--- config.mk ---
export PLATFORM = sky130hd
export DESIGN_NAME = mchi_mul
export DESIGN_NICKNAME = d
export VERILOG_FILES = /design/src/hw/rtl/monotone_cubic_hermite_interpolator_top_defines.svh /design/src/hw/rtl/mchi_pkg.sv /design/src/hw/rtl/mchi_mul.sv
export SDC_FILE = /design/constraint.sdc
export NUM_CORES = 2
export LEC_CHECK = 0
export ABC_CLOCK_PERIOD_IN_PS = 8420
export BUFFER_PORTS_ARGS = -buffer_cell sky130_fd_sc_hd__buf_2
export CAP_MARGIN = 15
export CORE_ASPECT_RATIO = 1.1
export CORE_MARGIN = 2
export CORE_UTILIZATION = 60
export DETAILED_ROUTE_END_ITERATION = 6
export PLACE_DENSITY = 0.81
export SLEW_MARGIN = 10
export SYNTH_ARGS = -nofsm -noshare
export SYNTH_HDL_FRONTEND = slang
export SYNTH_SLANG_ARGS = --single-unit
--- constraint.sdc ---
create_clock -name clk -period 8.42 [get_ports clk]
set_clock_uncertainty 0.05 [all_clocks]
set_input_delay 1.684 -clock clk [delete_from_list [all_inputs] [get_ports clk]]
set_output_delay 1.684 -clock clk [all_outputs]
set_load 0.02 [all_outputs]
--- src/hw/rtl/monotone_cubic_hermite_interpolator_top_defines.svh ---
// Assertion macros shared by the interpolator RTL.
`ifndef MONOTONE_CUBIC_HERMITE_INTERPOLATOR_TOP_DEFINES_SVH
`define MONOTONE_CUBIC_HERMITE_INTERPOLATOR_TOP_DEFINES_SVH
`ifndef SYNTHESIS
// Checked while the block is out of reset.
`define MCHI_ASSERT(name, prop, msg) \
	name: assert property (@(posedge clk) disable iff (!arst_n) prop) else $error(msg);
// Checked at every edge, reset included.
`define MCHI_ASSERT_ALWAYS(name, prop, msg) \
	name: assert property (@(posedge clk) prop) else $error(msg);
`else
`define MCHI_ASSERT(name, prop, msg)
`define MCHI_ASSERT_ALWAYS(name, prop, msg)
`endif
`endif

--- src/hw/rtl/mchi_pkg.sv ---
// Types and constants shared by the interpolator modules.
package mchi_pkg;

	localparam int FRAC_BITS = 16;
	localparam int DATA_W    = 32;
	localparam int CNT_W     = 7;
	localparam int IDX_W     = 6;
	localparam int T_W       = FRAC_BITS + 1;
	localparam int BAS_W     = FRAC_BITS + 4;
	localparam int DIV_N_W   = DATA_W + FRAC_BITS;
	localparam int DIV_D_W   = DATA_W;
	localparam int MUL_W     = 40;
	localparam int MUL_DIG   = 8;
	localparam int PROD_W    = 64;

	localparam logic [1:0] CMD_WRITE  = 2'd0;
	localparam logic [1:0] CMD_SLOPES = 2'd1;
	localparam logic [1:0] CMD_EVAL   = 2'd2;

	localparam logic [1:0] STS_OK    = 2'd0;
	localparam logic [1:0] STS_BELOW = 2'd1;
	localparam logic [1:0] STS_ABOVE = 2'd2;
	localparam logic [1:0] STS_RANGE = 2'd3;

	typedef struct packed {
		logic [1:0]                command;
		logic [IDX_W-1:0]          knot_index;
		logic signed [DATA_W-1:0]  abscissa;
		logic signed [DATA_W-1:0]  ordinate;
		logic signed [DATA_W-1:0]  slope_in;
	} in_item_t;

	typedef struct packed {
		logic signed [DATA_W-1:0]  value;
		logic [IDX_W-1:0]          segment;
		logic [1:0]                status;
	} out_item_t;

	typedef struct packed {
		logic signed [DATA_W-1:0]  x;
		logic signed [DATA_W-1:0]  y;
		logic signed [DATA_W-1:0]  m;
	} knot_t;

	typedef struct packed {
		logic                  start;
		logic [DIV_N_W-1:0]    dividend;
		logic [DIV_D_W-1:0]    divisor;
	} div_req_t;

	typedef struct packed {
		logic                  done;
		logic [DIV_N_W-1:0]    quot;
	} div_rsp_t;

	typedef struct packed {
		logic                     start;
		logic signed [MUL_W-1:0]  a;
		logic signed [MUL_W-1:0]  b;
	} mul_req_t;

	typedef struct packed {
		logic                      done;
		logic signed [PROD_W-1:0]  prod;
	} mul_rsp_t;

	typedef enum logic [4:0] {
		S_IDLE,
		S_WRITE,
		S_FIN,
		S_SL_RD0,
		S_SL_LD0,
		S_SL_RD,
		S_SL_DATA,
		S_SL_DIV,
		S_SL_WR,
		S_SL_LAST,
		S_EV_RD0,
		S_EV_CK0,
		S_EV_CKN,
		S_EV_SRCH,
		S_EV_CMP,
		S_EV_HI,
		S_EV_LAST,
		S_EV_L,
		S_EV_R,
		S_EV_DIV,
		S_MUL_GO,
		S_MUL_WAIT
	} ctrl_state_t;

endpackage

--- src/hw/rtl/mchi_mul.sv ---
// Signed multiplier, one byte of the multiplier per cycle; the product is divided
// by 2^FRAC_BITS with truncation toward zero.
module mchi_mul (
	input  logic                clk,
	input  logic                arst_n,
	input  mchi_pkg::mul_req_t  req,
	output mchi_pkg::mul_rsp_t  rsp
);
	import mchi_pkg::*;

	localparam int STEPS = MUL_W / MUL_DIG;
	localparam int CW    = $clog2(STEPS + 1);
	localparam int ACC_W = 2 * MUL_W;

	logic              busy_q;
	logic              done_q;
	logic [CW-1:0]     cnt_q;
	logic              neg_q;
	logic [ACC_W-1:0]  mcand_q;
	logic [MUL_W-1:0]  mplier_q;
	logic [ACC_W-1:0]  acc_q;

	logic [MUL_W-1:0]  a_mag;
	logic [MUL_W-1:0]  b_mag;
	logic [ACC_W-1:0]  partial;
	logic [PROD_W-1:0] mag;

	always_comb begin
		a_mag   = req.a[MUL_W-1] ? MUL_W'(-req.a) : MUL_W'(req.a);
		b_mag   = req.b[MUL_W-1] ? MUL_W'(-req.b) : MUL_W'(req.b);
		partial = mcand_q * ACC_W'(mplier_q[MUL_DIG-1:0]);
		mag     = acc_q[FRAC_BITS +: PROD_W];
	end

	always_ff @(posedge clk or negedge arst_n) begin
		if (!arst_n) begin
			busy_q <= 1'b0;
			done_q <= 1'b0;
			cnt_q  <= '0;
		end else begin
			done_q <= 1'b0;
			if (req.start) begin
				busy_q <= 1'b1;
				cnt_q  <= CW'(STEPS - 1);
			end else if (busy_q) begin
				if (cnt_q == '0) begin
					busy_q <= 1'b0;
					done_q <= 1'b1;
				end else begin
					cnt_q <= cnt_q - 1'b1;
				end
			end
		end
	end

	always_ff @(posedge clk) begin
		if (req.start) begin
			neg_q    <= req.a[MUL_W-1] ^ req.b[MUL_W-1];
			mcand_q  <= ACC_W'(a_mag);
			mplier_q <= b_mag;
			acc_q    <= '0;
		end else if (busy_q) begin
			acc_q    <= acc_q + partial;
			mcand_q  <= mcand_q << MUL_DIG;
			mplier_q <= mplier_q >> MUL_DIG;
		end
	end

	assign rsp.done = done_q;
	assign rsp.prod = neg_q ? -$signed(mag) : $signed(mag);

endmodule

## Yosys cells after proc, flatten, opt, wreduce, memory -nomap -nowiden

Cells that the tools add are included.

| word-level totals | value |
|---|---|
| input bits | 83 |
| flip-flop bits (word level) | 206 |
| word-level logic and storage cells | 35 |

| operators by class | value |
|---|---|
| muxes and demuxes | 16 |
| bitwise operators | 1 |
| multipliers | 1 |
| equality and inequality tests | 1 |
| $add $sub $neg | 5 |
| reduce and logical (&&, ||, !) cells | 3 |

Operator list:

| kind | count |
|---|---|
| $mux W40 | 6 |
| $add A80 B80 Y80 | 1 |
| $mul A80 B8 Y80 | 1 |
| $neg A40 Y40 | 2 |
| $mux W64 | 1 |
| $neg A64 Y64 | 1 |
| $mux W3 | 3 |
| $mux W1 | 6 |
| $logic_not A3 Y1 | 1 |
| $sub A3 B1 Y3 const B | 1 |
| $ne A2 B2 Y1 const B | 1 |
| $reduce_and A2 Y1 | 1 |
| $reduce_bool A2 Y1 | 1 |
| $xor A1 B1 Y1 | 1 |

## Logic depth before layout (Yosys ltp)

| depth | value |
|---|---|
| depth in word-level cells | 4 |
| depth in mapped cells | 24 |

## Least setup slack after synthesis

No wires, ideal clock.

| timing | value |
|---|---|
| kind | reg-to-reg |
| start point | reg mplier_q[7] |
| end point | reg acc_q[51] |
| slack | 2417 ps |
| library setup time | 249 ps |
| path buffers | 2 |
| arrival | 5704 ps |
| clock period less this slack | 6003 ps |
| required time | 8121 ps |
| cell stages (with the launch flop) | 22 |
| cells stage by stage | edfxtp_1 clkbuf_1 clkbuf_1 nand2_1 fa_1 fa_1 inv_1 fa_1 inv_1 fa_1 inv_1 ha_1 o211ai_1 a21oi_1 nor2_1 a2111o_1 a2111oi_0 o21a_1 nor2_1 o41ai_1 xnor2_1 o22ai_1 |

| on the way | value |
|---|---|
| longest elaborated chain between the ends | 2 |

Ends and longest elaborated chain:

| what | RTL line | text |
|---|---|---|
| start: declaration | mchi_mul.sv:20 | `logic [MUL_W-1:0] mplier_q;` |
| start signal: assignment | mchi_mul.sv:60 | `mplier_q <= b_mag;` |
| start signal: assignment | mchi_mul.sv:65 | `mplier_q <= mplier_q >> MUL_DIG;` |
| $mul A80 B8 Y80 | mchi_mul.sv:31 | `partial = mcand_q * ACC_W'(mplier_q[MUL_DIG-1:0]);` |
| $add A80 B80 Y80 | mchi_mul.sv:63 | `acc_q <= acc_q + partial;` |
| end signal: assignment | mchi_mul.sv:63 |  |
| end: declaration | mchi_mul.sv:21 | `logic [ACC_W-1:0] acc_q;` |

Every way passes these cells.
A chain may end at the register's enable or synchronous reset.

## Worst setup path in the final report

| timing | value |
|---|---|
| start point | reg mplier_q[7] |
| end point | reg acc_q[76] |

Same word-level chain as after synthesis.

==> impl_metrics.json <==
{
  "startpoint_type": "flop",
  "worst_skew_pair.late_latency_ns": 0.60,
  "path_max_fanout": 47,
  "synth.avg_cell_area_um2": 8.72,
  "critPathArrivalTime_ns": 7.71,
  "postCtsHoldBufs": 0,
  "numCtsBuffers": 27,
  "drive_gt1_share_pct": 6.83,
  "final_common_cell": "inv_1",
  "dr_total_vias": 25200,
  "dieArea_mm2": 0.0543,
  "path_cells": "buf_4, and2_1, fa_1, fa_1, fa_1, inv_1, fa_1, inv_1, ha_1, nand2_1, nor4_1, o211ai_1, a41oi_1, o211ai_1, a31oi_1, a32oi_1, o21ai_0, mux2i_1, o22ai_1",
  "cts_max_level": 1,
  "fin_setup_tns_ns": 0,
  "synth-seq-area-share_pct": 15.7,
  "worstMarginPinSlew_ns": 1.14,
  "die_y_um": 244,
  "clk_pin_slew_worst_paths_ns": 0.07,
  "cts_root_buf": "clkbuf_16",
  "start_util_pct": 60.3,
  "clkSinkCount": 206,
  "die_x_um": 222,
  "num-fill-cells": 4355,
  "cts_buffer_depth": 3,
  "critPathTopFamily": "adder cells",
  "detail-route-antenna-nets": 0,
  "critPathBufInv": 3,
  "relSlewSlack_pct": 23.5,
  "post-cts-setup-buffer-count": 0,
  "grt_remaining_overflow": 0,
  "critical_path_class": "flop to flop",
  "maxCapViolations": 0,
  "layout_common_cells": "inv_1, fa_1, and2_1, nand2_1, nor2_1",
  "fin_crit_ns": 7.30,
  "antenna_found_initial": 0,
  "synthArstFlopShare_pct": 2.43,
  "gp_congestion": 0.969,
  "wl_per_cell_um": 20.0,
  "drt_iter0_markers": 2005,
  "gr-usage-all-layers_pct": 32.3,
  "finalCritPeriodShare_pct": 86.7,
  "diodes": 0,
  "dr.pass1.iters": 5,
  "syn-num-nets": 4310,
  "postPlaceCellArea_mm2": 0.0326,
  "hold_viol": 0,
  "totalWireLength_um": 86300,
  "io_buffers": 147,
  "setup_viol": 0,
  "regArea_mm2": 0.00496,
  "grt_pass1_vias": 26100,
  "syn_area_mm2": 0.0315,
  "status": "completed",
  "cts_tree": "built",
  "synth_cell_type_count": 72,
  "required_ns": 8.83,
  "path_common_cell": "fa_1",
  "num_rows": 88,
  "post_cts_resized": 0,
  "routed_via_density": 5.82,
  "hold_slack_ns": 0.443,
  "r2r_slack_ns": 1.12,
  "hold_path_class": "flop to flop",
  "drc": 0,
  "slowest_delay_ns": 0.88,
  "grt_pass1_wl_um": 139000,
  "ys.flop_type": "dfxtp_1",
  "finish.net_count": 4325,
  "ys_seq_elements": 206,
  "rsz0062_at_grt": "false",
  "cpMaxStageDelayCell": "edfxtp_1",
  "dp_hpwl_um": 66500,
  "post-route-util_pct": 64.4,
  "finalMaxSlewViolations": 0,
  "num_io_pins": 148,
  "area_growth_pct": 6.70,
  "coreArea_mm2": 0.0522,
  "ys.warnings.count": 0,
  "critical_path.endpoint_type": "flop",
  "grt_max_degree": 103,
  "final_area_mm2": 0.0336,
  "fmax_mhz": 137,
  "multi_input_area_mm2": 0.0234,
  "netlist_instances": 3611,
  "synth_edf_count": 81
}
-- routing by layer --
metal  vias to the layer above  wire length, um  GRT usage [%]  part of all wire, %
met3                       254             6160           4.51                  7.1
met4                         0             4770           16.1                  5.5
met1                     12500            33000           40.4                   38
met5                         -                0              0                    0
li1                      11300                -              -                    -
met2                      1065            42400           55.3                   49
-- final cells by class --
cell class / count / share of cell area (%)
clock buffers: 32 / 2.10
flip-flops and latches: 206 / 14.8
repair buffers: 172 / 2.88
clock inverters: 17 / 0.871
inverters: 651 / 7.28
multi-input cells: 2568 / 69.6
well taps: 675 / 2.51
-- registers in the layout, indices dropped and copies added (netlist names) --
register,count
acc_q,80
mcand_q,80
mplier_q,40
cnt_q,3
busy_q,1
done_q,1
neg_q,1
-- cells in the mapped netlist (21+ instances only) --
cell / number / area, um^2
ha_1: 94 / 1180
nor2_1: 207 / 777
o41ai_1: 21 / 184
o22ai_1: 35 / 219
nand3_1: 29 / 145
o21ai_0: 101 / 505
xnor2_1: 127 / 1110
xor2_1: 89 / 780
and2_1: 437 / 2730
edfxtp_1: 81 / 2430
or3_1: 25 / 156
clkbuf_1: 168 / 631
a21o_1: 35 / 263
mux2i_1: 68 / 681
a21oi_1: 169 / 846
o31ai_1: 34 / 255
fa_1: 522 / 10500
inv_1: 649 / 2440
nand4_1: 25 / 156
nand2_1: 318 / 1190
dfxtp_1: 120 / 2400
-- worst paths after layout --
kind | depth (start not counted) | to | start
max in group asynchronous | 1 | busy_q | arst_n
hold reg to reg | 2 | acc_q[9] | acc_q[9]
setup / recovery | 19 | acc_q[76] | mplier_q[7]
hold / removal | 2 | acc_q[9] | acc_q[9]
setup reg to reg | 19 | acc_q[76] | mplier_q[7]
min in group asynchronous | 1 | busy_q | arst_n
-- worst min-delay path, cell delays in order (launching register included) --
cell     delay, ns
dfxtp_1       0.33
a21oi_1       0.06
nor2_1        0.07
-- through the flow --
stage | instances | setup WS (ns)
final | 4321 | 1.12
after global routing | 4321 | 0.770
after CTS | 4321 | 1.31
after floorplan | 3611 | 2.42
after global placement | 4272 | 1.44
after detailed placement | 4272 | 1.36
-- cells by family after synthesis --
kind of cell             Yosys count  synth area share [%]
XOR/XNOR                         216                  6.01
buffers and inverters            837                  10.0
flip-flops                       206                  15.7
AND/OR/NAND/NOR                 1160                  18.9
AO/OA/AOI/OAI                    503                  10.0
adder cells (fa/ha/maj)          616                  36.9
multiplexers                      73                  2.34
Power is not shown: default switching activity piles up to over one toggle a cycle in this logic, so the estimate is an artifact.
