[src/hw/rtl/monotone_cubic_hermite_interpolator_top_defines.svh]
// Assertion macros shared by the interpolator RTL.
`ifndef MONOTONE_CUBIC_HERMITE_INTERPOLATOR_TOP_DEFINES_SVH
`define MONOTONE_CUBIC_HERMITE_INTERPOLATOR_TOP_DEFINES_SVH
`ifndef SYNTHESIS
// Checked while the block is out of reset.
`define MCHI_ASSERT(name, prop, msg) \
	name: assert property (@(posedge clk) disable iff (!arst_n) prop) else $error(msg);
// Checked at every edge, reset included.
`define MCHI_ASSERT_ALWAYS(name, prop, msg) \
	name: assert property (@(posedge clk) prop) else $error(msg);
`else
`define MCHI_ASSERT(name, prop, msg)
`define MCHI_ASSERT_ALWAYS(name, prop, msg)
`endif
`endif

[src/hw/rtl/mchi_pkg.sv]
// Types and constants shared by the interpolator modules.
package mchi_pkg;

	localparam int FRAC_BITS = 16;
	localparam int DATA_W    = 32;
	localparam int CNT_W     = 7;
	localparam int IDX_W     = 6;
	localparam int T_W       = FRAC_BITS + 1;
	localparam int BAS_W     = FRAC_BITS + 4;
	localparam int DIV_N_W   = DATA_W + FRAC_BITS;
	localparam int DIV_D_W   = DATA_W;
	localparam int MUL_W     = 40;
	localparam int MUL_DIG   = 8;
	localparam int PROD_W    = 64;

	localparam logic [1:0] CMD_WRITE  = 2'd0;
	localparam logic [1:0] CMD_SLOPES = 2'd1;
	localparam logic [1:0] CMD_EVAL   = 2'd2;

	localparam logic [1:0] STS_OK    = 2'd0;
	localparam logic [1:0] STS_BELOW = 2'd1;
	localparam logic [1:0] STS_ABOVE = 2'd2;
	localparam logic [1:0] STS_RANGE = 2'd3;

	typedef struct packed {
		logic [1:0]                command;
		logic [IDX_W-1:0]          knot_index;
		logic signed [DATA_W-1:0]  abscissa;
		logic signed [DATA_W-1:0]  ordinate;
		logic signed [DATA_W-1:0]  slope_in;
	} in_item_t;

	typedef struct packed {
		logic signed [DATA_W-1:0]  value;
		logic [IDX_W-1:0]          segment;
		logic [1:0]                status;
	} out_item_t;

	typedef struct packed {
		logic signed [DATA_W-1:0]  x;
		logic signed [DATA_W-1:0]  y;
		logic signed [DATA_W-1:0]  m;
	} knot_t;

	typedef struct packed {
		logic                  start;
		logic [DIV_N_W-1:0]    dividend;
		logic [DIV_D_W-1:0]    divisor;
	} div_req_t;

	typedef struct packed {
		logic                  done;
		logic [DIV_N_W-1:0]    quot;
	} div_rsp_t;

	typedef struct packed {
		logic                     start;
		logic signed [MUL_W-1:0]  a;
		logic signed [MUL_W-1:0]  b;
	} mul_req_t;

	typedef struct packed {
		logic                      done;
		logic signed [PROD_W-1:0]  prod;
	} mul_rsp_t;

	typedef enum logic [4:0] {
		S_IDLE,
		S_WRITE,
		S_FIN,
		S_SL_RD0,
		S_SL_LD0,
		S_SL_RD,
		S_SL_DATA,
		S_SL_DIV,
		S_SL_WR,
		S_SL_LAST,
		S_EV_RD0,
		S_EV_CK0,
		S_EV_CKN,
		S_EV_SRCH,
		S_EV_CMP,
		S_EV_HI,
		S_EV_LAST,
		S_EV_L,
		S_EV_R,
		S_EV_DIV,
		S_MUL_GO,
		S_MUL_WAIT
	} ctrl_state_t;

endpackage

[src/hw/rtl/mchi_div.sv]
// Unsigned restoring divider, one quotient bit per cycle.
module mchi_div (
	input  logic                clk,
	input  logic                arst_n,
	input  mchi_pkg::div_req_t  req,
	output mchi_pkg::div_rsp_t  rsp
);
	import mchi_pkg::*;

	localparam int STEPS = DIV_N_W;
	localparam int CW    = $clog2(STEPS);

	logic               busy_q;
	logic               done_q;
	logic [CW-1:0]      cnt_q;
	logic [DIV_D_W-1:0] rem_q;
	logic [DIV_N_W-1:0] quo_q;
	logic [DIV_D_W-1:0] den_q;

	logic [DIV_D_W:0]   rem_sh;
	logic [DIV_D_W:0]   diff;
	logic               ge;

	always_comb begin
		rem_sh = {rem_q, quo_q[DIV_N_W-1]};
		diff   = rem_sh - {1'b0, den_q};
		ge     = rem_sh >= {1'b0, den_q};
	end

	always_ff @(posedge clk or negedge arst_n) begin
		if (!arst_n) begin
			busy_q <= 1'b0;
			done_q <= 1'b0;
			cnt_q  <= '0;
		end else begin
			done_q <= 1'b0;
			if (req.start) begin
				busy_q <= 1'b1;
				cnt_q  <= CW'(STEPS - 1);
			end else if (busy_q) begin
				if (cnt_q == '0) begin
					busy_q <= 1'b0;
					done_q <= 1'b1;
				end else begin
					cnt_q <= cnt_q - 1'b1;
				end
			end
		end
	end

	always_ff @(posedge clk) begin
		if (req.start) begin
			rem_q <= '0;
			quo_q <= req.dividend;
			den_q <= req.divisor;
		end else if (busy_q) begin
			rem_q <= ge ? diff[DIV_D_W-1:0] : rem_sh[DIV_D_W-1:0];
			quo_q <= {quo_q[DIV_N_W-2:0], ge};
		end
	end

	assign rsp.done = done_q;
	assign rsp.quot = quo_q;

endmodule

[config.mk]
export PLATFORM = sky130hd
export DESIGN_NAME = mchi_div
export DESIGN_NICKNAME = d
export VERILOG_FILES = /design/src/hw/rtl/monotone_cubic_hermite_interpolator_top_defines.svh /design/src/hw/rtl/mchi_pkg.sv /design/src/hw/rtl/mchi_div.sv
export SDC_FILE = /design/constraint.sdc
export NUM_CORES = 1
export LEC_CHECK = 0
export ABC_AREA = 1
export BUFFER_PORTS_ARGS = -buffer_cell sky130_fd_sc_hd__buf_4
export CORE_AREA = 3 3 116 118
export CTS_CLUSTER_SIZE = 24
export DETAILED_ROUTE_END_ITERATION = 6
export DIE_AREA = 0 0 119 121
export GPL_TIMING_DRIVEN = 0
export PLACE_DENSITY = 0.92
export SLEW_MARGIN = 5
export SYNTH_ARGS = -nofsm -noshare
export SYNTH_HDL_FRONTEND = slang
export SYNTH_SLANG_ARGS = --single-unit
[constraint.sdc]
create_clock -name clk -period 7.6 [get_ports clk]
set_input_delay 2.28 -clock clk [delete_from_list [all_inputs] [get_ports clk]]
set_output_delay 2.28 -clock clk [all_outputs]
set_load 0.02 [all_outputs]
### Word level (Yosys, flattened, before mapping)

Cells that the tools add are included.

| word-level totals | value |
|---|---|
| logic and storage cells | 25 |
| bits in registers | 120 |
| output and inout bits | 49 |

| cells by class | value |
|---|---|
| magnitude comparators | 1 |
| muxes and demuxes | 12 |
| $add $sub $neg | 2 |
| eq/ne operators | 1 |
| reductions and logical operators | 3 |

Operator list:

| operator | count |
|---|---|
| $mux W48 | 2 |
| $ge A33 B32 Y1 | 1 |
| $mux W32 | 1 |
| $sub A32 B32 Y32 | 1 |
| $mux W6 | 3 |
| $logic_not A6 Y1 | 1 |
| $mux W1 | 6 |
| $sub A6 B1 Y6 const B | 1 |
| $ne A2 B2 Y1 const B | 1 |
| $reduce_and A2 Y1 | 1 |
| $reduce_bool A2 Y1 | 1 |

### Longest topological paths before layout

Gate-level depths: netlist of the first run.

| depth | value |
|---|---|
| word-level depth | 4 |
| depth in mapped cells | 16 |
| mapped depth without buffers | 16 |

### Worst setup path after synthesis of the first run

Ideal clock, no wire load.

| timing | value |
|---|---|
| path type | input -> register |
| start | input req[80] (netlist name) |
| end | register quo_q[0] (enable) |
| stages | 4 |
| buffers on the path | 2 |
| setup slack | 3.027 ns |
| data arrival time | 4.141 ns |
| required time | 7.167 ns |
| path through | buf_4 nor2_2 inv_2 clkbuf_1 |

| between the ends | value |
|---|---|
| cells in the longest elaborated chain, start to end | 1 |

RTL lines:

| element | line | RTL |
|---|---|---|
| start, declared | mchi_div.sv:5 | `input mchi_pkg::div_req_t req,` |
| $reduce_bool A2 Y1 (no source line) | -- |  |
| end signal, assigned | mchi_div.sv:54 | `quo_q <= req.dividend;` |
| end signal, assigned | mchi_div.sv:58 | `quo_q <= {quo_q[DIV_N_W-2:0], ge};` |
| end, declared | mchi_div.sv:17 | `logic [DIV_N_W-1:0] quo_q;` |

No other way between the ends.
A chain may end at the register's enable or synchronous reset.

==> results of run 1 <==
-- state kept, by name (all words and copies together) (netlist names) --
register	cells
rem_q	32
busy_q	1
cnt_q	6
quo_q	48
done_q	1
den_q	32
-- through the flow --
stage / hold WS, ns / worst slack (ns) / cell area (um2) / std cells
2_1_floorplan: 0.442 / 3.03 / 7580 / 1031
3_3_place_gp: 0.456 / 1.66 / 8770 / 1334
3_5_place_dp: 0.462 / 3.12 / 8780 / 1334
4_1_cts: 0.472 / 3.52 / 9390 / 1366
5_1_grt: 0.503 / 3.41 / 9390 / 1366
6_report: 0.470 / 3.54 / 9390 / 1366
-- cell usage in the layout, fill, tap and decap left out, drive strengths merged, types with 22 or more instances in the layout --
cell / n
nand2: 445
inv: 173
a21oi: 22
ha: 34
buf: 144
dfxtp: 32
o21ai: 22
clkbuf: 32
edfxtp: 80
nand3: 80
nor2: 54
nand3b: 22
-- worst reg2reg max path: stages, from the launching register on --
cell and delay [ns]:
edfxtp_1 0.38, inv_1 0.09, ha_1 0.31, a21oi_1 0.24, nor2_1 0.07, nor3_2 0.20, nand3_4 0.13, nor2_8 0.20
buf_4 0.24, nand3_1 0.12, nand3_1 0.14, o21ai_2 0.07
-- layer usage --
layer | share of wire [%] | up-vias
met3 | 8.9 | 59
li1 | - | 3517
met1 | 40 | 3273
met4 | 3.3 | 0
met2 | 48 | 349
met5 | 0 | -
-- kinds of logic (layout without fill, tap and decap cells) --
kind of cell	count (synthesis)	count (layout)	share of synthesized area, %
xor+xnor	14	14	1.62
fa+ha+maj	35	35	5.88
compound gates	50	50	3.55
buf+inv	197	360	10.6
flops	120	120	42.8
simple gates	615	615	35.6
-- where the power goes --
group          total [mW]  internal, mW  leakage, nW  switching [mW]
Sequential          0.869         0.805         1.19          0.0639
Combinational        1.26         0.465         3.50           0.791
Clock               0.848         0.526        0.286           0.322
Total                2.97          1.80         4.97            1.18
-- path summary, 6_finish.rpt --
path / from / endpoint / slack (ns) / depth (start not counted)
worst max-delay path: req[80] / rem_q[18] / 3.54 / 6
worst min-delay path: rem_q[24] / rem_q[24] / 0.47 / 2
worst max register to register: den_q[30] / rem_q[13] / 5.27 / 11
worst min register to register: rem_q[24] / rem_q[24] / 0.47 / 2
max in group asynchronous: arst_n / cnt_q[3] / 5.81 / 1
min in group asynchronous: arst_n / cnt_q[1] / 1.66 / 1
-- layout make-up --
type / instances / area, um2
Buffer: 26 / 164
Clock buffer: 19 / 443
Clock inverter: 13 / 169
Fill cell: 942 / 3180
Inverter: 171 / 642
Multi-Input combinational cell: 714 / 3530
Sequential cell: 120 / 3240
Tap cell: 172 / 215
Timing Repair Buffer: 131 / 983
-- synthesized netlist by cell type, types with 2 or more instances --
cell	number	share of area [%]
a21oi_1	22	1.5
xnor2_1	13	1.5
ha_1	34	5.6
nand3b_1	22	2.2
buf_4	6	0.59
dfrtp_1	8	2.6
nand3_2	2	0.26
nand2_2	12	0.99
buf_2	2	0.13
edfxtp_1	80	32
buf_6	5	0.74
nor2_1	41	2.0
nand4_1	3	0.25
nor3_1	5	0.33
dfxtp_1	32	8.5
clkbuf_1	13	0.64
o21ai_0	7	0.46
nand2_4	2	0.30
and2_1	3	0.25
inv_1	161	8.0
nand3_1	77	5.1
o21bai_1	4	0.40
nor2_2	4	0.33
nand2_1	430	21
inv_2	10	0.50
nor2_4	8	1.2
o21ai_1	14	0.92
==> results.md, run 1 <==
* Status: complete, no violations
* Total gr overflow at 0
* Share of cells above drive strength 1 at 18.3%
* LEAKAGE at 4.97 nW
* Clock Sinks at 120
* Worst-Margin Slew at 0.789 ns
* Initial Utilization at 60.3%
* VDD IR max at 0.199 mV
* Unrepaired setup endpoints after global routing: false
* Delay-heaviest family, CP: buffers and inverters
* Postcts setup bufs at 0
* Core area at 12600 um2
* Drt initial violations at 731
* Port bufs at 131
* Final Util at 74.7%
* Worst path required time at 7.94 ns
* Setup Crit Path Kind: primary input to flop
* H-tree Lvls at 4
* Arr. time, crit path at 4.40 ns
* Buf/Inv on CP at 4
* Clock Tree Root: clkbuf_16
* # IOs at 132
* Synth Net Count at 1149
* Die area at 14400 um2
* Worst Skew at 0.00929 ns
* Max Root-Sink Buffers at 2
* Startpoint class of the critical path: primary input
* Gr usage total at 32.0%
* Die X at 119 um
* DR DRC count at 0
* Slew HR at 47.4%
* Final net count at 1299
* Mapped Area at 7580 um2
* Layer with the highest usage: met2
* Unique cell type count in the Yosys netlist at 38
* Critical path endpoint category: flop
* Setup TNS at 0 ns
* Met1 Resource Use GR at 38.8%
* Tmin final at 4.06 ns
* Via/cell ratio at 5.27
* Total power at 2.97 mW
* Post-DP HPWL at 16000 um
* Cells after Synth at 1031
* Clk pin slew, worst setup/hold paths at 0.06 ns
* Latest clock arrival within the worst-skew pair at 0.43 ns
* CTS buffer count at 17
* Sequential area share after synthesis at 42.8%
* Post-DR wirelength/cell at 16.4 um
* CTS tree: built
* CTS resizes at 0
* Fin. max-slew vios at 0
* Routed WL at 22400 um
* Critical Path Max Stage Delay at 0.53 ns
* RePlAce Congestion at 0.981
* Max-cap violations at 0
* Synth warn at 0
* Critical-path cell with the highest stage delay: clkbuf_4
* Async SR Flop Fraction at 6.67%
* Met2 usage at 55.1%
* Post-route clock period utilization at 53.4%
* Vias at 7198
* Die Ht at 121 um
* HP Class: flop to flop
* GR Layer Usage met3 at 7.69%
* PwrDens at 317 nW/um2
* Synth Flop Type: edfxtp_1
* Vias in the first global route at 7175
* CP max FO at 57
* Hold buffers post-CTS at 0
* Mapped Avg Cell Area at 7.35 um2
* CP Cell Sequence: buf_4, buf_4, nor2_2, inv_2, clkbuf_4, o21ai_1
* DRT antenna net count at 0
* First-pass GRT wire length at 36000 um
* Final Hold Vio Count at 0
* F_max at 246 MHz
* Drt first pass iters at 5
* Inserted Diodes at 0
* Final Setup Violations at 0
* Cell mode on critical path: buf_4
* EDFF count, synth at 80
* Layout area overhead at 23.9%
* Initial antenna violation count at 0
* #FFs+latches synth at 120
* # rows at 41
* Largest net degree at the start of global routing at 58
Power figures use the tool's default switching activity.
==> run 2: changes to the inputs <==
Settings changed: CORE_AREA 3 3 116 118 to 3 3 125 127, DIE_AREA 0 0 119 121 to 0 0 128 130, PLACE_DENSITY 0.92 to 0.85.
Clock period 7.6 ns to 3.71 ns, I/O delays scaled along.
==> run 2 against run 1 <==
Compared with the run above: critical path depth shrank 1; worst setup slack lost 2.7 ns; routed wire length shrank 7.9%; cell count grew 0.88%; clock skew grew 0.0062 ns.
==> results.md, run 2 (synthesized netlist as in run 1, its figures left out) <==
* Status: complete, no violations (unchanged)
* Postcts setup bufs at 0 (unchanged)
* Buf/Inv on CP at 4 (unchanged)
* Max-cap violations at 0 (unchanged)
* Slew HR at 47.3% (was 47.4%)
* Total power at 5.93 mW (was 2.97 mW)
* Inserted Diodes at 0 (unchanged)
* Clk pin slew, worst setup/hold paths at 0.06 ns (about the same)
* Die X at 128 um (was 119 um)
* Commonest non-fill, non-tap cells in the layout: nand2_1 (430), inv_1 (161), buf_4 (137) (unchanged)
* Combinational power share at 42.8% (was 42.2%)
* Final Util at 64.4% (was 74.7%)
* Layout area overhead at 23.6% (was 23.9%)
* Cell mode on critical path: buf_4 (unchanged)
* LEAKAGE at 4.97 nW (about the same)
* Post-route clock period utilization at 76.7%
* Critical-path cell with the highest stage delay: clkbuf_4 (unchanged)
* Gr usage total at 25.7% (was 32.0%)
* Port bufs at 131 (unchanged)
* Initial Utilization at 52.1% (was 60.3%)
* Worst path required time at 3.73 ns (was 7.94 ns)
* Worst-Margin Slew at 0.791 ns (was 0.789 ns)
* NetSw at 2.33 mW (was 1.18 mW)
* DR DRC count at 0 (unchanged)
* Post-DP HPWL at 15600 um (was 16000 um)
* Routed WL at 20600 um (was 22400 um)
* Int Pwr at 3.60 mW (was 1.80 mW)
* Latest clock arrival within the worst-skew pair at 0.43 ns (about the same)
* Final net count at 1299 (unchanged)
* F_max at 352 MHz
* H-tree Lvls at 4 (unchanged)
* # rows at 44 (was 41)
* Drt first pass iters at 4 (was 5)
* HP Class: flop to flop (unchanged)
* Die area at 16600 um2 (was 14400 um2)
* Delay-heaviest family, CP: buffers and inverters (unchanged)
* Pre-CTS setup slack at 0.437 ns (was 3.12 ns)
* Core area at 14500 um2 (was 12600 um2)
* Drt initial violations at 515 (was 731)
* # IOs at 132 (unchanged)
* Fin. max-slew vios at 0 (unchanged)
* CTS resizes at 0 (unchanged)
* Largest registers: quo_q: 48 flops, den_q: 32 flops, rem_q: 32 flops (unchanged)
* Setup TNS at 0 ns (unchanged)
* CP max FO at 57 (unchanged)
* DRT antenna net count at 0 (unchanged)
* VDD IR max at 0.404 mV (was 0.199 mV)
* Tmin final at 2.84 ns
* CP Cell Sequence: buf_4, buf_4, nor2_2, inv_2, clkbuf_4 (was buf_4, buf_4, nor2_2, inv_2, clkbuf_4, o21ai_1)
* Worst Skew at 0.0155 ns (was 0.00929 ns)
* PwrDens at 634 nW/um2 (was 317 nW/um2)
* Setup Crit Path Kind: primary input to flop (unchanged)
* Initial antenna violation count at 0 (unchanged)
* Clock Tree Root: clkbuf_16 (unchanged)
* RePlAce Congestion at 1.04 (was 0.981)
* First-pass GRT wire length at 33500 um (was 36000 um)
* Clock Sinks at 120 (unchanged)
* Unrepaired setup endpoints after global routing: false (unchanged)
* Via/cell ratio at 5.14 (was 5.27)
* Largest net degree at the start of global routing at 58 (unchanged)
* CTS buffer count at 17 (unchanged)
* Die Ht at 130 um (was 121 um)
* Critical path endpoint category: flop (unchanged)
* Commonest non-fill, non-tap cell in the layout: nand2_1 (unchanged)
* Hold slack at 0.471 ns (was 0.470 ns)
* Flop pwr share at 29.9% (was 29.2%)
* Post-DR wirelength/cell at 15.0 um (was 16.4 um)
* Critical Path Max Stage Delay at 0.52 ns (was 0.53 ns)
* Vias at 7081 (was 7198)
* Vias in the first global route at 6944 (was 7175)
* Placed insts at 1346 (was 1334)
* CTS tree: built (unchanged)
* Arr. time, crit path at 2.86 ns (was 4.40 ns)
* Setup slack after layout at 0.866 ns (was 3.54 ns)
* Switching part of the total at 39.3% (was 39.6%)
* Largest register FFs at 48 (unchanged)
* Placement Cell Area at 8790 um2 (was 8780 um2)
* Final Non-Filler Cells at 1378 (was 1366)
* Clock share of power at 27.3% (was 28.5%)
* Max Root-Sink Buffers at 2 (unchanged)
* Total gr overflow at 0 (unchanged)
* Startpoint class of the critical path: primary input (unchanged)
* Hold buffers post-CTS at 0 (unchanged)
* Final Setup Violations at 0 (unchanged)
* Cell area after layout at 9370 um2 (was 9390 um2)
* Biggest register: quo_q (unchanged)
* Final Hold Vio Count at 0 (unchanged)
* Share of cells above drive strength 1 at 18.2% (was 18.3%)
==> run 2: power groups by stage <==
stage / clock network (mW) / registers [mW] / logic, mW
floorplan: 0 / 1.83 / 1.79
global placement: 0 / 1.79 / 2.45
detailed placement: 0 / 1.79 / 2.49
CTS: 1.63 / 1.78 / 2.51
global route: 1.70 / 1.80 / 2.86
finish: 1.62 / 1.78 / 2.54
==> run 2: worst paths after layout <==
kind,startpoint,to,slack (ns),depth (start not counted)
worst max-delay path,req[80],quo_q[7],0.87,5
min in group asynchronous,arst_n,cnt_q[3],0.50,1
worst min register to register,rem_q[22],rem_q[22],0.47,2
max in group asynchronous,arst_n,busy_q,3.08,1
worst max register to register,quo_q[47],rem_q[28],1.39,15
worst min-delay path,rem_q[22],rem_q[22],0.47,2
==> run 2: layout make-up <==
cell class / instances / area (um2)
repair buffers: 131 / 983
inverters: 171 / 642
fillers: 1258 / 5170
multi-input cells: 714 / 3530
flip-flops and latches: 120 / 3240
well taps: 184 / 230
plain buffers: 26 / 164
clock buffers: 20 / 447
clock inverters: 12 / 126
==> run 2: worst reg2reg max path, delay by kind of cell, from the launching register on <==
family | cells | cell delay [ns]
fa+ha+maj | 2 | 0.66
buf+inv | 2 | 0.20
flops | 1 | 0.36
simple gates | 11 | 1.01
==> run 2: per-layer routing <==
layer | track usage (%) | vias to the layer above | share of wire, %
met5 | 0 | - | 0
met4 | 10.1 | 0 | 3.3
met3 | 8.76 | 50 | 8.9
met2 | 42.7 | 275 | 47
met1 | 31.0 | 3238 | 41
li1 | - | 3518 | -
