### src/hw/rtl/monotone_cubic_hermite_interpolator_top_defines.svh
// Assertion macros shared by the interpolator RTL.
`ifndef MONOTONE_CUBIC_HERMITE_INTERPOLATOR_TOP_DEFINES_SVH
`define MONOTONE_CUBIC_HERMITE_INTERPOLATOR_TOP_DEFINES_SVH
`ifndef SYNTHESIS
// Checked while the block is out of reset.
`define MCHI_ASSERT(name, prop, msg) \
	name: assert property (@(posedge clk) disable iff (!arst_n) prop) else $error(msg);
// Checked at every edge, reset included.
`define MCHI_ASSERT_ALWAYS(name, prop, msg) \
	name: assert property (@(posedge clk) prop) else $error(msg);
`else
`define MCHI_ASSERT(name, prop, msg)
`define MCHI_ASSERT_ALWAYS(name, prop, msg)
`endif
`endif

### src/hw/rtl/mchi_pkg.sv
// Types and constants shared by the interpolator modules.
package mchi_pkg;

	localparam int FRAC_BITS = 16;
	localparam int DATA_W    = 32;
	localparam int CNT_W     = 7;
	localparam int IDX_W     = 6;
	localparam int T_W       = FRAC_BITS + 1;
	localparam int BAS_W     = FRAC_BITS + 4;
	localparam int DIV_N_W   = DATA_W + FRAC_BITS;
	localparam int DIV_D_W   = DATA_W;
	localparam int MUL_W     = 40;
	localparam int MUL_DIG   = 8;
	localparam int PROD_W    = 64;

	localparam logic [1:0] CMD_WRITE  = 2'd0;
	localparam logic [1:0] CMD_SLOPES = 2'd1;
	localparam logic [1:0] CMD_EVAL   = 2'd2;

	localparam logic [1:0] STS_OK    = 2'd0;
	localparam logic [1:0] STS_BELOW = 2'd1;
	localparam logic [1:0] STS_ABOVE = 2'd2;
	localparam logic [1:0] STS_RANGE = 2'd3;

	typedef struct packed {
		logic [1:0]                command;
		logic [IDX_W-1:0]          knot_index;
		logic signed [DATA_W-1:0]  abscissa;
		logic signed [DATA_W-1:0]  ordinate;
		logic signed [DATA_W-1:0]  slope_in;
	} in_item_t;

	typedef struct packed {
		logic signed [DATA_W-1:0]  value;
		logic [IDX_W-1:0]          segment;
		logic [1:0]                status;
	} out_item_t;

	typedef struct packed {
		logic signed [DATA_W-1:0]  x;
		logic signed [DATA_W-1:0]  y;
		logic signed [DATA_W-1:0]  m;
	} knot_t;

	typedef struct packed {
		logic                  start;
		logic [DIV_N_W-1:0]    dividend;
		logic [DIV_D_W-1:0]    divisor;
	} div_req_t;

	typedef struct packed {
		logic                  done;
		logic [DIV_N_W-1:0]    quot;
	} div_rsp_t;

	typedef struct packed {
		logic                     start;
		logic signed [MUL_W-1:0]  a;
		logic signed [MUL_W-1:0]  b;
	} mul_req_t;

	typedef struct packed {
		logic                      done;
		logic signed [PROD_W-1:0]  prod;
	} mul_rsp_t;

	typedef enum logic [4:0] {
		S_IDLE,
		S_WRITE,
		S_FIN,
		S_SL_RD0,
		S_SL_LD0,
		S_SL_RD,
		S_SL_DATA,
		S_SL_DIV,
		S_SL_WR,
		S_SL_LAST,
		S_EV_RD0,
		S_EV_CK0,
		S_EV_CKN,
		S_EV_SRCH,
		S_EV_CMP,
		S_EV_HI,
		S_EV_LAST,
		S_EV_L,
		S_EV_R,
		S_EV_DIV,
		S_MUL_GO,
		S_MUL_WAIT
	} ctrl_state_t;

endpackage

### src/hw/rtl/mchi_ctrl.sv
// Command sequencer: knot writes, slope derivation and segment search with Hermite
// evaluation, all through the knot memory port.
module mchi_ctrl #(
	parameter int MAX_KNOTS = 64,
	parameter int AW        = 6,
	parameter int NW        = 7
) (
	input  logic                 clk,
	input  logic                 arst_n,
	input  logic                 start,
	input  mchi_pkg::in_item_t   item,
	input  logic [NW-1:0]        n_eff,
	output logic                 busy,
	output logic                 res_valid,
	input  logic                 res_ready,
	output mchi_pkg::out_item_t  res,
	output logic                 mem_we,
	output logic [AW-1:0]        mem_addr,
	output mchi_pkg::knot_t      mem_wdata,
	input  mchi_pkg::knot_t      mem_rdata,
	output mchi_pkg::div_req_t   div_req,
	input  mchi_pkg::div_rsp_t   div_rsp,
	output mchi_pkg::mul_req_t   mul_req,
	input  mchi_pkg::mul_rsp_t   mul_rsp
);
	import mchi_pkg::*;

	localparam logic [2:0] OP_T2  = 3'd0;
	localparam logic [2:0] OP_T3  = 3'd1;
	localparam logic [2:0] OP_Y0  = 3'd2;
	localparam logic [2:0] OP_H10 = 3'd3;
	localparam logic [2:0] OP_M0  = 3'd4;
	localparam logic [2:0] OP_Y1  = 3'd5;
	localparam logic [2:0] OP_H11 = 3'd6;
	localparam logic [2:0] OP_M1  = 3'd7;
	localparam int ACC_W = PROD_W + 2;
	localparam logic signed [ACC_W-1:0] SUM_MAX = ACC_W'(64'sh7fffffff);
	localparam logic signed [ACC_W-1:0] SUM_MIN = ACC_W'(-64'sh80000000);

	ctrl_state_t state_q, state_d;

	logic [IDX_W-1:0]          kidx_q;
	logic signed [DATA_W-1:0]  q_q, yin_q, min_q;
	logic [AW-1:0]             i_q, lo_q, hi_q, mid_q, idx_q;
	logic signed [DATA_W-1:0]  x0_q, y0_q, m0_q, x1_q, y1_q, m1_q;
	logic signed [DATA_W:0]    h_q;
	logic signed [DATA_W-1:0]  sec_q, prev_q;
	logic                      neg_q;
	logic [T_W-1:0]            t_q, t2_q, t3_q;
	logic signed [MUL_W-1:0]   tmp_q;
	logic signed [ACC_W-1:0]   acc_q;
	logic [2:0]                k_q;
	out_item_t                 res_q;

	logic [AW-1:0]             n_last;
	logic [AW-1:0]             mid;
	logic [AW:0]               mid_sum;
	logic                      kidx_ok;
	logic                      mid_le;
	logic signed [DATA_W:0]    dx, dy, h_now, q_off;
	logic                      h_pos;
	logic [DATA_W-1:0]         dx_mag, dy_mag;
	logic signed [DATA_W:0]    pair_sum, pair_adj;
	logic signed [DATA_W-1:0]  slope_i, sec_sat;
	logic signed [BAS_W-1:0]   tt, t2s, t3s, b00, b10, b01, b11;
	logic signed [ACC_W-1:0]   sum_next;
	logic signed [DATA_W-1:0]  sum_sat;

	function automatic logic signed [DATA_W-1:0] sat_quot(input logic [DIV_N_W-1:0] qv,
			input logic neg);
		logic [DIV_N_W-1:0] lim;
		begin
			lim = DIV_N_W'({1'b1, {(DATA_W-1){1'b0}}});
			if (neg) begin
				sat_quot = (qv > lim) ? {1'b1, {(DATA_W-1){1'b0}}} : -DATA_W'(qv);
			end else begin
				sat_quot = (qv >= lim) ? {1'b0, {(DATA_W-1){1'b1}}} : DATA_W'(qv);
			end
		end
	endfunction

	always_comb begin
		n_last   = AW'(n_eff - NW'(1));
		mid_sum  = {1'b0, lo_q} + {1'b0, hi_q};
		mid      = mid_sum[AW:1];
		kidx_ok  = int'(kidx_q) < MAX_KNOTS;
		mid_le   = mem_rdata.x <= q_q;
		dx       = (DATA_W+1)'(mem_rdata.x) - (DATA_W+1)'(x0_q);
		dy       = (DATA_W+1)'(mem_rdata.y) - (DATA_W+1)'(y0_q);
		h_now    = dx;
		h_pos    = !h_now[DATA_W] && (h_now != '0);
		q_off    = (DATA_W+1)'(q_q) - (DATA_W+1)'(x0_q);
		dx_mag   = dx[DATA_W] ? DATA_W'(-dx) : DATA_W'(dx);
		dy_mag   = dy[DATA_W] ? DATA_W'(-dy) : DATA_W'(dy);
		sec_sat  = sat_quot(div_rsp.quot, neg_q);
		// Mean of the two secants, rounded toward zero.
		pair_sum = (DATA_W+1)'(prev_q) + (DATA_W+1)'(sec_q);
		pair_adj = pair_sum + (DATA_W+1)'(pair_sum[DATA_W]);
		if (i_q == '0) begin
			slope_i = sec_q;
		end else if (prev_q == '0 || sec_q == '0) begin
			slope_i = '0;
		end else begin
			slope_i = pair_adj[DATA_W:1];
		end
		// Hermite basis from t, t^2 and t^3.
		tt  = BAS_W'($signed({1'b0, t_q}));
		t2s = BAS_W'($signed({1'b0, t2_q}));
		t3s = BAS_W'($signed({1'b0, t3_q}));
		b00 = (t3s <<< 1) - (t2s + (t2s <<< 1)) + BAS_W'(1 << FRAC_BITS);
		b10 = t3s - (t2s <<< 1) + tt;
		b01 = (t2s + (t2s <<< 1)) - (t3s <<< 1);
		b11 = t3s - t2s;
		sum_next = acc_q + ACC_W'(mul_rsp.prod);
		if (sum_next > SUM_MAX) begin
			sum_sat = {1'b0, {(DATA_W-1){1'b1}}};
		end else if (sum_next < SUM_MIN) begin
			sum_sat = {1'b1, {(DATA_W-1){1'b0}}};
		end else begin
			sum_sat = DATA_W'(sum_next);
		end
	end

	always_ff @(posedge clk or negedge arst_n) begin
		if (!arst_n) begin
			state_q <= S_IDLE;
		end else begin
			state_q <= state_d;
		end
	end

	always_comb begin
		state_d   = state_q;
		mem_we    = 1'b0;
		mem_addr  = '0;
		mem_wdata = '{x: x0_q, y: y0_q, m: slope_i};
		div_req   = '0;
		mul_req   = '0;
		unique case (state_q)
			S_IDLE: begin
				if (start) begin
					unique case (item.command)
						CMD_WRITE:  state_d = S_WRITE;
						CMD_SLOPES: state_d = S_SL_RD0;
						CMD_EVAL:   state_d = S_EV_RD0;
						default:    state_d = S_FIN;
					endcase
				end
			end
			S_WRITE: begin
				mem_we    = kidx_ok;
				mem_addr  = AW'(kidx_q);
				mem_wdata = '{x: q_q, y: yin_q, m: min_q};
				state_d   = S_FIN;
			end
			S_FIN: begin
				if (res_ready) begin
					state_d = S_IDLE;
				end
			end
			S_SL_RD0: begin
				state_d = S_SL_LD0;
			end
			S_SL_LD0: begin
				state_d = S_SL_RD;
			end
			S_SL_RD: begin
				mem_addr = i_q + 1'b1;
				state_d  = S_SL_DATA;
			end
			S_SL_DATA: begin
				if (dx == '0) begin
					state_d = S_SL_WR;
				end else begin
					div_req.start    = 1'b1;
					div_req.dividend = {dy_mag, {FRAC_BITS{1'b0}}};
					div_req.divisor  = dx_mag;
					state_d          = S_SL_DIV;
				end
			end
			S_SL_DIV: begin
				if (div_rsp.done) begin
					state_d = S_SL_WR;
				end
			end
			S_SL_WR: begin
				mem_we   = 1'b1;
				mem_addr = i_q;
				state_d  = ((i_q + 1'b1) == n_last) ? S_SL_LAST : S_SL_RD;
			end
			S_SL_LAST: begin
				mem_we    = 1'b1;
				mem_addr  = n_last;
				mem_wdata = '{x: x0_q, y: y0_q, m: prev_q};
				state_d   = S_FIN;
			end
			S_EV_RD0: begin
				state_d = S_EV_CK0;
			end
			S_EV_CK0: begin
				mem_addr = n_last;
				state_d  = (q_q < mem_rdata.x) ? S_FIN : S_EV_CKN;
			end
			S_EV_CKN: begin
				state_d = (q_q > mem_rdata.x) ? S_FIN : S_EV_SRCH;
			end
			S_EV_SRCH: begin
				if ((hi_q - lo_q) > AW'(1)) begin
					mem_addr = mid;
					state_d  = S_EV_CMP;
				end else begin
					mem_addr = hi_q;
					state_d  = S_EV_HI;
				end
			end
			S_EV_CMP: begin
				state_d = S_EV_SRCH;
			end
			S_EV_HI: begin
				if (mid_le) begin
					mem_addr = hi_q;
					state_d  = (hi_q == n_last) ? S_EV_LAST : S_EV_L;
				end else begin
					mem_addr = lo_q;
					state_d  = S_EV_L;
				end
			end
			S_EV_LAST: begin
				state_d = S_FIN;
			end
			S_EV_L: begin
				mem_addr = idx_q + 1'b1;
				state_d  = S_EV_R;
			end
			S_EV_R: begin
				if (h_pos) begin
					div_req.start    = 1'b1;
					div_req.dividend = {q_off[DATA_W-1:0], {FRAC_BITS{1'b0}}};
					div_req.divisor  = h_now[DATA_W-1:0];
					state_d          = S_EV_DIV;
				end else begin
					state_d = S_FIN;
				end
			end
			S_EV_DIV: begin
				if (div_rsp.done) begin
					state_d = S_MUL_GO;
				end
			end
			S_MUL_GO: begin
				mul_req.start = 1'b1;
				case (k_q)
					OP_T2: begin
						mul_req.a = MUL_W'($signed({1'b0, t_q}));
						mul_req.b = MUL_W'($signed({1'b0, t_q}));
					end
					OP_T3: begin
						mul_req.a = MUL_W'($signed({1'b0, t2_q}));
						mul_req.b = MUL_W'($signed({1'b0, t_q}));
					end
					OP_Y0: begin
						mul_req.a = MUL_W'(b00);
						mul_req.b = MUL_W'(y0_q);
					end
					OP_H10: begin
						mul_req.a = MUL_W'(b10);
						mul_req.b = MUL_W'(h_q);
					end
					OP_M0: begin
						mul_req.a = tmp_q;
						mul_req.b = MUL_W'(m0_q);
					end
					OP_Y1: begin
						mul_req.a = MUL_W'(b01);
						mul_req.b = MUL_W'(y1_q);
					end
					OP_H11: begin
						mul_req.a = MUL_W'(b11);
						mul_req.b = MUL_W'(h_q);
					end
					default: begin
						mul_req.a = tmp_q;
						mul_req.b = MUL_W'(m1_q);
					end
				endcase
				state_d = S_MUL_WAIT;
			end
			S_MUL_WAIT: begin
				if (mul_rsp.done) begin
					state_d = (k_q == OP_M1) ? S_FIN : S_MUL_GO;
				end
			end
			default: begin
				state_d = S_IDLE;
			end
		endcase
	end

	always_ff @(posedge clk) begin
		case (state_q)
			S_IDLE: begin
				if (start) begin
					kidx_q        <= item.knot_index;
					q_q           <= item.abscissa;
					yin_q         <= item.ordinate;
					min_q         <= item.slope_in;
					res_q.value   <= '0;
					res_q.segment <= '0;
					res_q.status  <= (item.command == CMD_WRITE ||
							item.command == CMD_SLOPES ||
							item.command == CMD_EVAL) ? STS_OK : STS_RANGE;
				end
			end
			S_WRITE: begin
				res_q.segment <= kidx_q;
				res_q.status  <= (int'(kidx_q) >= int'(n_eff)) ? STS_RANGE : STS_OK;
			end
			S_SL_LD0: begin
				x0_q <= mem_rdata.x;
				y0_q <= mem_rdata.y;
				i_q  <= '0;
			end
			S_SL_DATA: begin
				x1_q  <= mem_rdata.x;
				y1_q  <= mem_rdata.y;
				neg_q <= dx[DATA_W] ^ dy[DATA_W];
				if (dx == '0) begin
					sec_q <= '0;
				end
			end
			S_SL_DIV: begin
				if (div_rsp.done) begin
					sec_q <= sec_sat;
				end
			end
			S_SL_WR: begin
				prev_q <= sec_q;
				x0_q   <= x1_q;
				y0_q   <= y1_q;
				i_q    <= i_q + 1'b1;
			end
			S_EV_CK0: begin
				if (q_q < mem_rdata.x) begin
					res_q.status <= STS_BELOW;
				end
			end
			S_EV_CKN: begin
				if (q_q > mem_rdata.x) begin
					res_q.status <= STS_ABOVE;
				end
				lo_q <= '0;
				hi_q <= n_last;
			end
			S_EV_SRCH: begin
				mid_q <= mid;
			end
			S_EV_CMP: begin
				if (mid_le) begin
					lo_q <= mid_q;
				end else begin
					hi_q <= mid_q;
				end
			end
			S_EV_HI: begin
				idx_q         <= mid_le ? hi_q : lo_q;
				res_q.segment <= IDX_W'(mid_le ? hi_q : lo_q);
			end
			S_EV_LAST: begin
				res_q.value <= mem_rdata.y;
			end
			S_EV_L: begin
				x0_q <= mem_rdata.x;
				y0_q <= mem_rdata.y;
				m0_q <= mem_rdata.m;
			end
			S_EV_R: begin
				x1_q <= mem_rdata.x;
				y1_q <= mem_rdata.y;
				m1_q <= mem_rdata.m;
				h_q  <= h_now;
				if (!h_pos) begin
					res_q.value <= y0_q;
				end
			end
			S_EV_DIV: begin
				if (div_rsp.done) begin
					t_q   <= div_rsp.quot[T_W-1:0];
					k_q   <= OP_T2;
					acc_q <= '0;
				end
			end
			S_MUL_WAIT: begin
				if (mul_rsp.done) begin
					k_q <= k_q + 1'b1;
					case (k_q)
						OP_T2:   t2_q  <= mul_rsp.prod[T_W-1:0];
						OP_T3:   t3_q  <= mul_rsp.prod[T_W-1:0];
						OP_H10:  tmp_q <= mul_rsp.prod[MUL_W-1:0];
						OP_H11:  tmp_q <= mul_rsp.prod[MUL_W-1:0];
						OP_M1:   res_q.value <= sum_sat;
						default: acc_q <= sum_next;
					endcase
				end
			end
			default: begin
			end
		endcase
	end

	assign busy      = (state_q != S_IDLE);
	assign res_valid = (state_q == S_FIN);
	assign res       = res_q;

endmodule

### config.mk
export PLATFORM = sky130hd
export DESIGN_NAME = mchi_ctrl
export DESIGN_NICKNAME = d
export VERILOG_FILES = /design/src/hw/rtl/monotone_cubic_hermite_interpolator_top_defines.svh /design/src/hw/rtl/mchi_pkg.sv /design/src/hw/rtl/mchi_ctrl.sv
export SDC_FILE = /design/constraint.sdc
export NUM_CORES = 2
export LEC_CHECK = 0
export ABC_CLOCK_PERIOD_IN_PS = 7310
export CORE_MARGIN = 5
export CORE_UTILIZATION = 50
export CTS_BUF_LIST = sky130_fd_sc_hd__clkbuf_4 sky130_fd_sc_hd__clkbuf_8
export DETAILED_ROUTE_END_ITERATION = 6
export DONT_BUFFER_PORTS = 1
export HOLD_SLACK_MARGIN = 0.12
export SYNTH_ARGS = -nofsm -noshare
export SYNTH_HDL_FRONTEND = slang
export SYNTH_SLANG_ARGS = --single-unit
### constraint.sdc
create_clock -name clk -period 7.31 [get_ports clk]
set_clock_uncertainty 0.2 [all_clocks]
set_input_delay 0.731 -clock clk [delete_from_list [all_inputs] [get_ports clk]]
set_output_delay 0.731 -clock clk [all_outputs]
set_load 0.02 [all_outputs]
## Yosys cells after proc, flatten, opt, wreduce, memory -nomap -nowiden

Index checks and enable logic that the tools add are counted.

| storage, ports and cells | value |
|---|---|
| register bits after elaboration | 627 |
| input bits | 325 |
| output and inout port bits | 307 |
| word-level logic and storage cells | 212 |

| cells by class | value |
|---|---|
| add/sub/neg operators | 22 |
| magnitude comparators | 9 |
| eq/ne operators | 45 |
| mux-type cells | 63 |
| bitwise gates (word level) | 1 |
| reductions and logical operators | 43 |

Operators by type and width:

| kind | count |
|---|---|
| $pmux 80 s7 | 1 |
| $mux 32 | 14 |
| $mux 81 | 3 |
| $mux 66 | 3 |
| $pmux 32 s2 | 3 |
| $pmux 96 s2 | 1 |
| $pmux 81 s2 | 1 |
| $pmux 66 s2 | 1 |
| $pmux 32 s4 | 1 |
| $pmux 5 s20 | 1 |
| $neg 32->32 | 3 |
| $add 66x64->66 | 1 |
| $gt 66x32->1 const B | 1 |
| $lt 66x32->1 const B | 1 |
| $sub 32x32->33 | 2 |
| $logic_not 32->1 | 2 |
| $ge 48x32->1 const B | 1 |
| $gt 48x32->1 const B | 1 |
| $pmux 6 s7 | 1 |
| $eq 5x4->1 const B | 8 |
| $mux 40 | 1 |
| $pmux 6 s2 | 3 |
| $mux 5 | 7 |
| $add 32x32->33 | 1 |
| 61 further kinds | 121 |

## Longest topological paths before layout

| depth | value |
|---|---|
| word-level depth | 7 |
| depth in mapped cells | 27 |
| gate-level depth less buffers | 26 |

## Worst setup path before layout

No wires, ideal clock.

| path | value |
|---|---|
| path kind | reg-to-output |
| start point | reg t2_q[1] |
| end point | out mul_req[60] (netlist bit) |
| data arrival time | 5.568 ns |
| required time | 6.379 ns |
| slack | 0.811 ns |
| stages on the path, launching flop included | 24 |
| buffers on the path | 1 |
| cell sequence | edfxtp_1 > ha_1 > fa_1 > a21o_1 > a21oi_1 > o21bai_1 > a21oi_1 > o21bai_1 > a21oi_1 > nor2b_1 > o21a_1 > o41ai_1 > xnor2_1 > ha_1 > ha_1 > or4_1 > o21a_1 > o21a_1 > o31ai_1 > nand2b_1 > a211o_1 > a41oi_1 > clkbuf_1 > a21o_1 |

RTL lines:

| what | RTL line | source |
|---|---|---|
| start, declared | mchi_ctrl.sv:49 | `logic [T_W-1:0] t_q, t2_q, t3_q;` |
| start signal, assigned | mchi_ctrl.sv:396 | `OP_T2: t2_q <= mul_rsp.prod[T_W-1:0];` |
| end, declared | mchi_ctrl.sv:23 | `output mchi_pkg::mul_req_t mul_req,` |

==> flow_summary_export.csv <==
group,metric,value,unit
setup_path,worstReg2RegEnd,"res[19]",
drt,drt-vias-per-instance,6.39,
clock_tree,path_clk_slew,0.06,ns
synth,synth_seq_cells,627,
timing,hold_viol,0,
setup_path,endpoint_kind,"primary output",
min_path,holdPathStages,4,
power,p_leak,21.0,nW
clock_tree,cts_sinks,627,
grt,grt_max_degree,110,
setup_path,r2r_cells,15,
synth,netlist_instances,4957,
synth,synth_flop_cell,"edfxtp_1",
clock_tree,cts_tree,"done",
cells_and_area,nFillCells,8225,
cells_and_area,layout-drive-gt1-share,8.87,%
timing,slew_headroom,13.1,%
synth,syn_area_per_cell,9.43,um2
cells_and_area,synthToLayoutAreaGrowth,16.0,%
drt,dr.pass1.iters,7,
timing,max_clock_freq,141,MHz
outcome,violations,"DRC",
die,die_h,316,um
placed_design,place_congestion,0.969,
setup_path,setup.worst_path.class,"primary input to primary output",
synth,yosysTopAreaCellShare,39.9,%
die,fp-row-count,112,
die,die_x,316,um
synth,ys_top_cells_by_area,"edfxtp_1 (40%), ha_1 (10%), o21ai_0 (4.4%), a21oi_1 (3.9%), xnor2_1 (3.8%)",
die,dieArea,99700,um2
timing,fin_crit,7.11,ns
clock_tree,cts-root-buf,"clkbuf_8",
grt,grt_pass1_wl,264,mm
outcome,status,"finished, violations left",
grt,grt_antenna_before_repair,20,
power,ir_drop,217,uV
power,power,13.8,mW
min_path,hold_start,"item[103]",
power,powerDensity,255,nW/um2
drt,drc_errors,12,
die,start_util,50.3,%
timing,worst_pin_slew,1.29,ns
setup_path,r2r_slack,1.33,ns
setup_path,reg2reg_from,"acc_q[0]",
setup_path,critPathMaxFanout,51,
timing,period_share,97.2,%
timing,drv_slew,0,
placed_design,dp_worst_setup_slack,0.435,ns
setup_path,required,6.38,ns
run,cap_violations,0,
timing,setup_viol,0,
setup_path,cp-start-kind,"primary input",
synth,seq_area_frac_synth,40.2,%
drt,wire_per_inst,27.8,um
timing,rsz0062_at_grt,"true",
min_path,holdCritPathClass,"primary input to flip-flop",
die,num_io_pins,632,
min_path,min_to,"state_q[3]",
synth,async_flop_share,0.797,%
synth,synth_cell_types,98,
placed_design,dp_hpwl,140,mm
synth,yosys_warnings,0,
die,coreArea,93000,um2
grt,grt.total_usage,35.3,%
drt,num_vias,42500,
grt,overflow,0,
synth,syn-cell-area,46800,um2
setup_path,arrival,6.18,ns
clock_tree,clock_tree.buffer_depth,3,
grt,grt_pass1_vias,40200,
drt,wirelength,185,mm
placed_design,io_buffers,0,
clock_tree,numCtsBuffers,113,
synth,synth_edf_count,622,
drt,ant_nets,0,
drt,drt-initial-drc-count,4701,
clock_tree,cts_max_level,3,
synth,synth_commonest_cells,"edfxtp_1 (622), nand2_1 (444), o21ai_0 (407)",
synth,synth.most_common_cell,"edfxtp_1",
clock_tree,clock_latency,0.82,ns
synth,synth_area_leader_cell,"edfxtp_1",
timing,fin_ws,0.201,ns
cells_and_area,final_nets,5991,
==> final cells by class <==
class	count	area [um2]	area share (%)
multi-input cells	3826	26500	48.8
clock inverters	65	549	1.01
well taps	1254	1570	2.89
inverters	289	1090	2.01
diodes	25	62.6	0.115
flip-flops and latches	627	18800	34.7
clock buffers	139	1760	3.24
repair buffers	422	3950	7.28
==> logic make-up after synthesis <==
kind of cell,after synthesis,synth area share (%)
buf+inv,519,4.42
mux,54,1.25
flops,627,40.2
other cells,1,0.00802
fa+ha+maj,387,10.6
compound gates,1634,22.6
xor+xnor,324,6.07
simple gates,1411,14.9
==> per-layer routing <==
metal / global-route usage (%) / routed length (um)
met3: 8.76 / 19200
met5: 0 / 70
met1: 46.4 / 73500
met4: 13.8 / 7970
met2: 56.6 / 84100
==> layout by cell type, fill, tap and decap left out, drive strengths merged, types with 20 or more instances in the layout <==
cell	instances
edfxtp	622
nand2	444
o21ai	424
ha	374
a21oi	362
nor2	319
inv	291
dlygate4sd3	280
xnor2	203
a21o	149
buf	142
clkbuf	139
xor2	121
nand3	106
a22oi	96
a31oi	90
nor3	82
and3	53
nand4	52
nor4	52
a211oi	51
clkinv	51
a222oi	50
nor2b	50
nand2b	49
o21a	49
and2	44
or3	44
o31ai	42
o21bai	41
o22ai	40
a221oi	37
mux2	37
o211ai	34
or4	27
diode	25
or2	23
a2111oi	20
==> report_power, final <==
group | leakage, nW | internal [mW] | switching (mW)
combinational | 14.0 | 1.65 | 3.70
clock | 1.20 | 1.90 | 1.61
sequential | 5.79 | 4.55 | 0.441
==> worst max path at each step <==
stage          slack, ns  cells after the start          start           to
2_1_floorplan       0.81                     23        t2_q[1]  mul_req[60]
3_3_place_gp        0.52                     19  mem_rdata[64]   div_req[6]
3_5_place_dp        0.44                     19  mem_rdata[64]   div_req[6]
4_1_cts             0.01                     18  mem_rdata[64]   div_req[6]
5_1_grt            -0.11                     25        t2_q[0]  mul_req[65]
6_report            0.20                     18  mem_rdata[64]  div_req[26]
==> critical path, stage by stage <==
cell and delay, ns:
dlygate4sd3_1 0.56, inv_1 0.09, ha_1 0.18, inv_1 0.06
fa_1 0.56, inv_1 0.10, ha_1 0.17, or3b_1 0.40
or4_1 0.57, or4_1 0.61, or4_4 0.50, nor4_4 0.25
nand3_2 0.24, o21ai_4 0.30, buf_12 0.28, o21ai_0 0.14
o2bb2ai_1 0.20, buf_4 0.19
==> stage by stage <==
step                instance area (um2)  util (%)  hold WS (ns)  std cells  setup TNS [ns]
finish                            54200      58.3         0.190       6647               0
global route                      54200      58.2         0.178       6630           -1.17
CTS                               53900      57.9         0.121       6615               0
detailed placement                48600      52.2         0.237       6125               0
global placement                  48600      52.2         0.237       6125               0
floorplan                         46800         -         0.235       4972               0
==> repair_timing <==
item | CTS | global route
pin swaps | 4 | 14
hold buffers | 280 | 0
endpoints found under the setup margin | 27 | 71
buffers inserted | 4 | 8
gates resized for setup | 24 | 47
endpoints found under the hold margin | 459 | 0
cloned | 2 | 0
==> state kept, by name (all words and copies together) (netlist names), 32 cells and up <==
signal / cells
y0_q: 32
sec_q: 32
res: 40
y1_q: 32
acc_q: 66
x1_q: 32
h_q: 33
m0_q: 32
prev_q: 32
x0_q: 32
yin_q: 32
tmp_q: 40
m1_q: 32
min_q: 32
q_q: 32
Power figures use the tool's default switching activity.
